File: src/hw/rtl/iclr_pkg.sv
// ============================================================================
// Inode cache package
// Shared constants, codes and struct types for the inode cache with use
// counts and share counts.
// ============================================================================
package iclr_pkg;

   // Table geometry.
   localparam int ENTRIES = 64;
   localparam int IDX_W   = $clog2(ENTRIES);
   localparam int CNT_W   = IDX_W + 1;

   // Result status codes.
   localparam logic [2:0] ST_HIT      = 3'd0;
   localparam logic [2:0] ST_FREE     = 3'd1;
   localparam logic [2:0] ST_EVICT    = 3'd2;
   localparam logic [2:0] ST_NONE     = 3'd3;
   localparam logic [2:0] ST_PUT_NOWR = 3'd4;
   localparam logic [2:0] ST_PUT_WB   = 3'd5;
   localparam logic [2:0] ST_NULL_PUT = 3'd6;
   localparam logic [2:0] ST_BAD_PUT  = 3'd7;

   // Request type codes.
   localparam logic REQ_GET = 1'b0;
   localparam logic REQ_PUT = 1'b1;

   // Configuration register indexes.
   localparam logic [1:0] CSR_IPB   = 2'd0;
   localparam logic [1:0] CSR_START = 2'd1;
   localparam logic [1:0] CSR_FAC   = 2'd2;

   // Saturation limits.
   localparam logic [15:0] USE_MAX   = 16'hFFFF;
   localparam logic [7:0]  USERS_MAX = 8'hFF;

   typedef struct packed {
      logic        req_type;
      logic [7:0]  dev;
      logic [31:0] ino;
      logic [5:0]  target_entry;
      logic        has_entry;
      logic        dirty;
   } iclr_req_type;

   typedef struct packed {
      logic [2:0]  status;
      logic [5:0]  entry_index;
      logic [32:0] inode_block;
      logic [8:0]  inode_slot;
      logic [7:0]  share_count;
      logic [31:0] request_total;
      logic [31:0] hit_total;
   } iclr_rsp_type;

   // One cached table entry as held in the entry memory.
   typedef struct packed {
      logic [7:0]  dev;
      logic [31:0] ino;
      logic [15:0] use_cnt;
      logic [7:0]  users;
      logic        modf;
   } iclr_rec_type;

   // Commands from the controller to the datapath.
   typedef struct packed {
      logic load;
      logic scan_step;
      logic get_commit;
      logic put_commit;
      logic set_reject;
      logic div_start;
      logic loc_load;
      logic out_load;
   } iclr_cmd_type;

   // Status from the datapath to the controller.
   typedef struct packed {
      logic is_get;
      logic put_ok;
      logic scan_done;
      logic need_div;
      logic div_done;
      logic out_free;
   } iclr_stat_type;

endpackage

File: src/hw/rtl/iclr_ctrl.sv
// ============================================================================
// Inode cache controller
// State machine that sequences request capture, table scan, commit,
// location division and result delivery.
// ============================================================================
module iclr_ctrl (
   input  logic                    clock,
   input  logic                    reset,
   input  logic                    req_valid,
   output logic                    req_stall,
   output iclr_pkg::iclr_cmd_type  cmd,
   input  iclr_pkg::iclr_stat_type st
);
   import iclr_pkg::*;

   localparam logic [2:0] S_IDLE = 3'd0;
   localparam logic [2:0] S_DISP = 3'd1;
   localparam logic [2:0] S_SCAN = 3'd2;
   localparam logic [2:0] S_GDEC = 3'd3;
   localparam logic [2:0] S_PUT  = 3'd4;
   localparam logic [2:0] S_DIV  = 3'd5;
   localparam logic [2:0] S_OUT  = 3'd6;

   logic [2:0] state_ff, state_in;

   assign req_stall = state_ff != S_IDLE;

   // Next state and commands.
   always_comb begin
      state_in = state_ff;
      cmd      = '0;
      case (state_ff)
         S_IDLE: begin
            if (req_valid) begin
               cmd.load = 1'b1;
               state_in = S_DISP;
            end
         end
         S_DISP: begin
            if (st.is_get) begin
               state_in = S_SCAN;
            end else if (st.put_ok) begin
               state_in = S_PUT;
            end else begin
               cmd.set_reject = 1'b1;
               state_in       = S_OUT;
            end
         end
         S_SCAN: begin
            cmd.scan_step = 1'b1;
            if (st.scan_done) begin
               state_in = S_GDEC;
            end
         end
         S_GDEC: begin
            cmd.get_commit = 1'b1;
            cmd.div_start  = st.need_div;
            state_in       = st.need_div ? S_DIV : S_OUT;
         end
         S_PUT: begin
            cmd.put_commit = 1'b1;
            cmd.div_start  = st.need_div;
            state_in       = st.need_div ? S_DIV : S_OUT;
         end
         S_DIV: begin
            if (st.div_done) begin
               cmd.loc_load = 1'b1;
               state_in     = S_OUT;
            end
         end
         S_OUT: begin
            if (st.out_free) begin
               cmd.out_load = 1'b1;
               state_in     = S_IDLE;
            end
         end
         default: begin
            state_in = S_IDLE;
         end
      endcase
   end

   always_ff @(posedge clock) begin
      if (reset) begin
         state_ff <= S_IDLE;
      end else begin
         state_ff <= state_in;
      end
   end

   // Every accepted word leads to the dispatch step.
   assert property (@(posedge clock) disable iff (reset)
      cmd.load |=> state_ff == S_DISP)
      else $error("accepted word not dispatched");

   // The table is only written once a scan has finished or a put was checked.
   assert property (@(posedge clock) disable iff (reset)
      cmd.get_commit |-> $past(state_ff) == S_SCAN)
      else $error("get committed without a scan");

   // A result leaves only from the output state.
   assert property (@(posedge clock) disable iff (reset)
      cmd.out_load |=> state_ff == S_IDLE)
      else $error("output load outside the output step");

endmodule

File: config.mk
export PLATFORM = sky130hd
export DESIGN_NAME = iclr_ctrl
export DESIGN_NICKNAME = d
export VERILOG_FILES = /design/src/hw/rtl/iclr_pkg.sv /design/src/hw/rtl/iclr_ctrl.sv
export SDC_FILE = /design/constraint.sdc
export NUM_CORES = 1
export LEC_CHECK = 0
export BUFFER_PORTS_ARGS = -buffer_cell sky130_fd_sc_hd__buf_4
export CAP_MARGIN = 30
export CORE_AREA = 2 2 39 41
export DETAILED_ROUTE_END_ITERATION = 12
export DIE_AREA = 0 0 41 43
export PLACE_DENSITY = 0.48
export SLEW_MARGIN = 10
export SYNTH_ARGS = -nofsm -noshare
export SYNTH_HDL_FRONTEND = slang
export SYNTH_SLANG_ARGS = --single-unit
File: constraint.sdc
create_clock -name clock -period 1.55 [get_ports clock]
set_input_delay 0.465 -clock clock [delete_from_list [all_inputs] [get_ports clock]]
set_output_delay 0.465 -clock clock [all_outputs]
set_load 0.05 [all_outputs]
==> reports/summary.txt <==
Tcrit/Tclk final - 110%
Status - finished with violations
Final setup vio count - 8
Fin util - 50.6%
Via count - 397
Number of fill cells - 143
Drt drc - 0
Commonest non-fill, non-tap cell in the layout - buf_4
Final antenna-violating net count - 0
Sequential area share after synthesis - 19.0%
RSZ-0062 raised after global routing - true
Worst path depth - 3
Violated checks - setup timing
Ports - 18
Highest Clock Rate - 586 MHz
Detailed Route WL - 870 um
Vias in the first global route - 352
Worst path max stage delay - 0.41 ns
Area of the multi-input gates - 294 sq um
Biggest regs - state_ff: 3 flops
Leakage power - 0.336 nW
Reg area - 71.3 sq um
Starting Density - 22.9%
Worst R2R Path Depth - 6
Top reg by flops - state_ff
Hold path cells - 2
TNS Setup - -0.668 ns
Clk buf depth - 2
Synthesized cell area - 317 sq um
Tot GR Track Use - 12.5%
Worst R2R Setup Slack - 0.17 ns
PD cells - 2150 mW/mm^2
Setup Crit Path Kind - register to primary output
Worst EP required - 1.08 ns
HP Start - reset
WP data arrival - 1.24 ns
Vias per cell - 4.51
Synth Register Bits - 3
Drt first pass iters - 1
Total congestion overflow - 0
Post-Synthesis Cells - 41
Slew Viols, Final - 0
CTS clk-pin slew, worst paths - 0.03 ns
Min-Delay Path Class - input pin to register
Max FO, Critical Path - 6
Largest register FFs - 3
Setup crit start kind - register
Largest net degree at the start of global routing - 8
Max Cap Viol - 0
Syn. warnings - 0
Clk sink count - 3
Slew @ Worst Pin - 0.265 ns
N_diodes - 0
Setup crit end kind - primary output
Die X - 41 um
Full die area - 0.00176 sq mm
Initial DRC Count - 0
CP delay by family, top - simple AND/OR/NAND/NOR gates
Rows - 14
Bufs and invs on worst path - 1
Post-Syn Nets - 50
CTS Buf Count - 3
H-tree depth - 1
Area of the core - 0.00138 sq mm
CTS tree - built
PnR worst setup slack - -0.158 ns
Hpwl dp - 684 um
WL per Instance - 9.89 um
Tmin final - 1.71 ns
Average size of a mapped cell - 7.72 sq um
# port buffers - 17
Global-route wire length before repair - 1520 um
Hold Path Sink - state_ff[2]
RR Endpoint - state_ff[0]
R2R Path Start - state_ff[2]
Fin. Hold Viols - 0
Count of cell types in the netlist - 22
Highest-count cells in the layout ignoring fill and taps - buf_4 (17), buf_6 (10)
Critical Path, Cell by Cell - or3_4, nor2_4, buf_8
Peak supply drop - 0.842 mV
Highest-delay cell along the critical path - or3_4
Initial antenna violation count - 0
Max-Slew Margin vs Limit - 82.3%
GPL Wtd Cong - 0.728
Fin Clk Skew - 0.000126 ns
Proportion of layout cells with a drive suffix above 1 - 66.7%
Overall die height - 43 um
Area Overhead vs Synth - 121%
Clock Root Buffer - clkbuf_4
Nets - 82
Worst skew pair latency - 0.23 ns
[kinds of logic (layout without fill, tap and decap cells)]
kind of cell,count (synthesis),count (layout),synth area share [%]
buffers and inverters,4,35,9.48
AOI/OAI and AO/OA,11,11,24.5
and+or+nand+nor,23,23,47.0
DFF,3,3,19.0
[power breakdown]
part / switching (mW) / total, mW / internal [mW] / leakage [nW]
Clock: 0.0372 / 0.133 / 0.0963 / 0.0150
Combinational: 0.603 / 1.17 / 0.572 / 0.295
Sequential: 0.0606 / 0.198 / 0.137 / 0.0267
[worst register-to-register path, delay by kind of cell, from the launching register on]
| family | cells | cell delay, ns |
|---|---|---|
| AO/OA/AOI/OAI | 2 | 0.48 |
| buffers and inverters | 3 | 0.33 |
| flip-flops | 1 | 0.37 |
| AND/OR/NAND/NOR | 1 | 0.07 |
[area by class of cell]
| class | instances | share of cell area, % |
|---|---|---|
| Sequential cell | 3 | 10.2 |
| Inverter | 1 | 0.536 |
| Timing Repair Buffer | 30 | 40.7 |
| Multi-Input combinational cell | 34 | 42.0 |
| Tap cell | 16 | 2.86 |
| Clock buffer | 4 | 3.75 |
[metal layers]
layer	part of all wire [%]	vias up	routed length, um	track usage [%]
met5	0	-	0	0
met2	51	13	446	18.4
met1	42	179	369	16.3
met3	6.2	0	54	6.28
li1	-	205	-	-
met4	0	0	0	2.00
[synthesized netlist by cell type (all sizes together)]
cell     number  area (sq um)
and3b         1          8.76
o21bai        1          7.51
dfxtp         3          60.1
nor4          1          6.26
nand2b        4          25.0
inv           1          3.75
a22oi         1          7.51
nand3b        1          20.0
a21oi         3          15.0
o21ai         2          10.0
a2111oi       1          15.0
nor2          6          22.5
a21o          2          15.0
nor3b         2          20.0
o21a          1          7.51
buf           3          26.3
nor2b         3          18.8
and4b         1          10.0
or3           1          6.26
nand2         3          11.3
[how the worst max path moves through the flow]
stage                startpoint     end  slack (ns)
floorplan           state_ff[2]  cmd[2]       -0.21
global placement    state_ff[0]  cmd[2]        0.03
detailed placement  state_ff[0]  cmd[2]        0.03
CTS                 state_ff[2]  cmd[7]       -0.17
global route        state_ff[0]  cmd[7]       -0.20
finish              state_ff[0]  cmd[7]       -0.16
[metrics by stage]
stage          std cells  setup WS (ns)  cell area, sq um  hold slack, ns  power, mW
2_1_floorplan         41         -0.214               369           0.524      0.875
5_1_grt               88         -0.196               701           0.409       1.61
6_report              88         -0.158               701           0.418       1.51
4_1_cts               87         -0.171               666           0.408       1.47
3_5_place_dp          78         0.0335               539           0.653       1.12
3_3_place_gp          78         0.0267               539           0.646       1.13
[what timing repair did]
action	in CTS	in global routing
gates resized for setup	19	7
pin swaps	5	3
buffers inserted	5	1
endpoints found under the setup margin	9	9
hold buffers	0	0
Note: power is estimated with default switching activity, not from simulation.
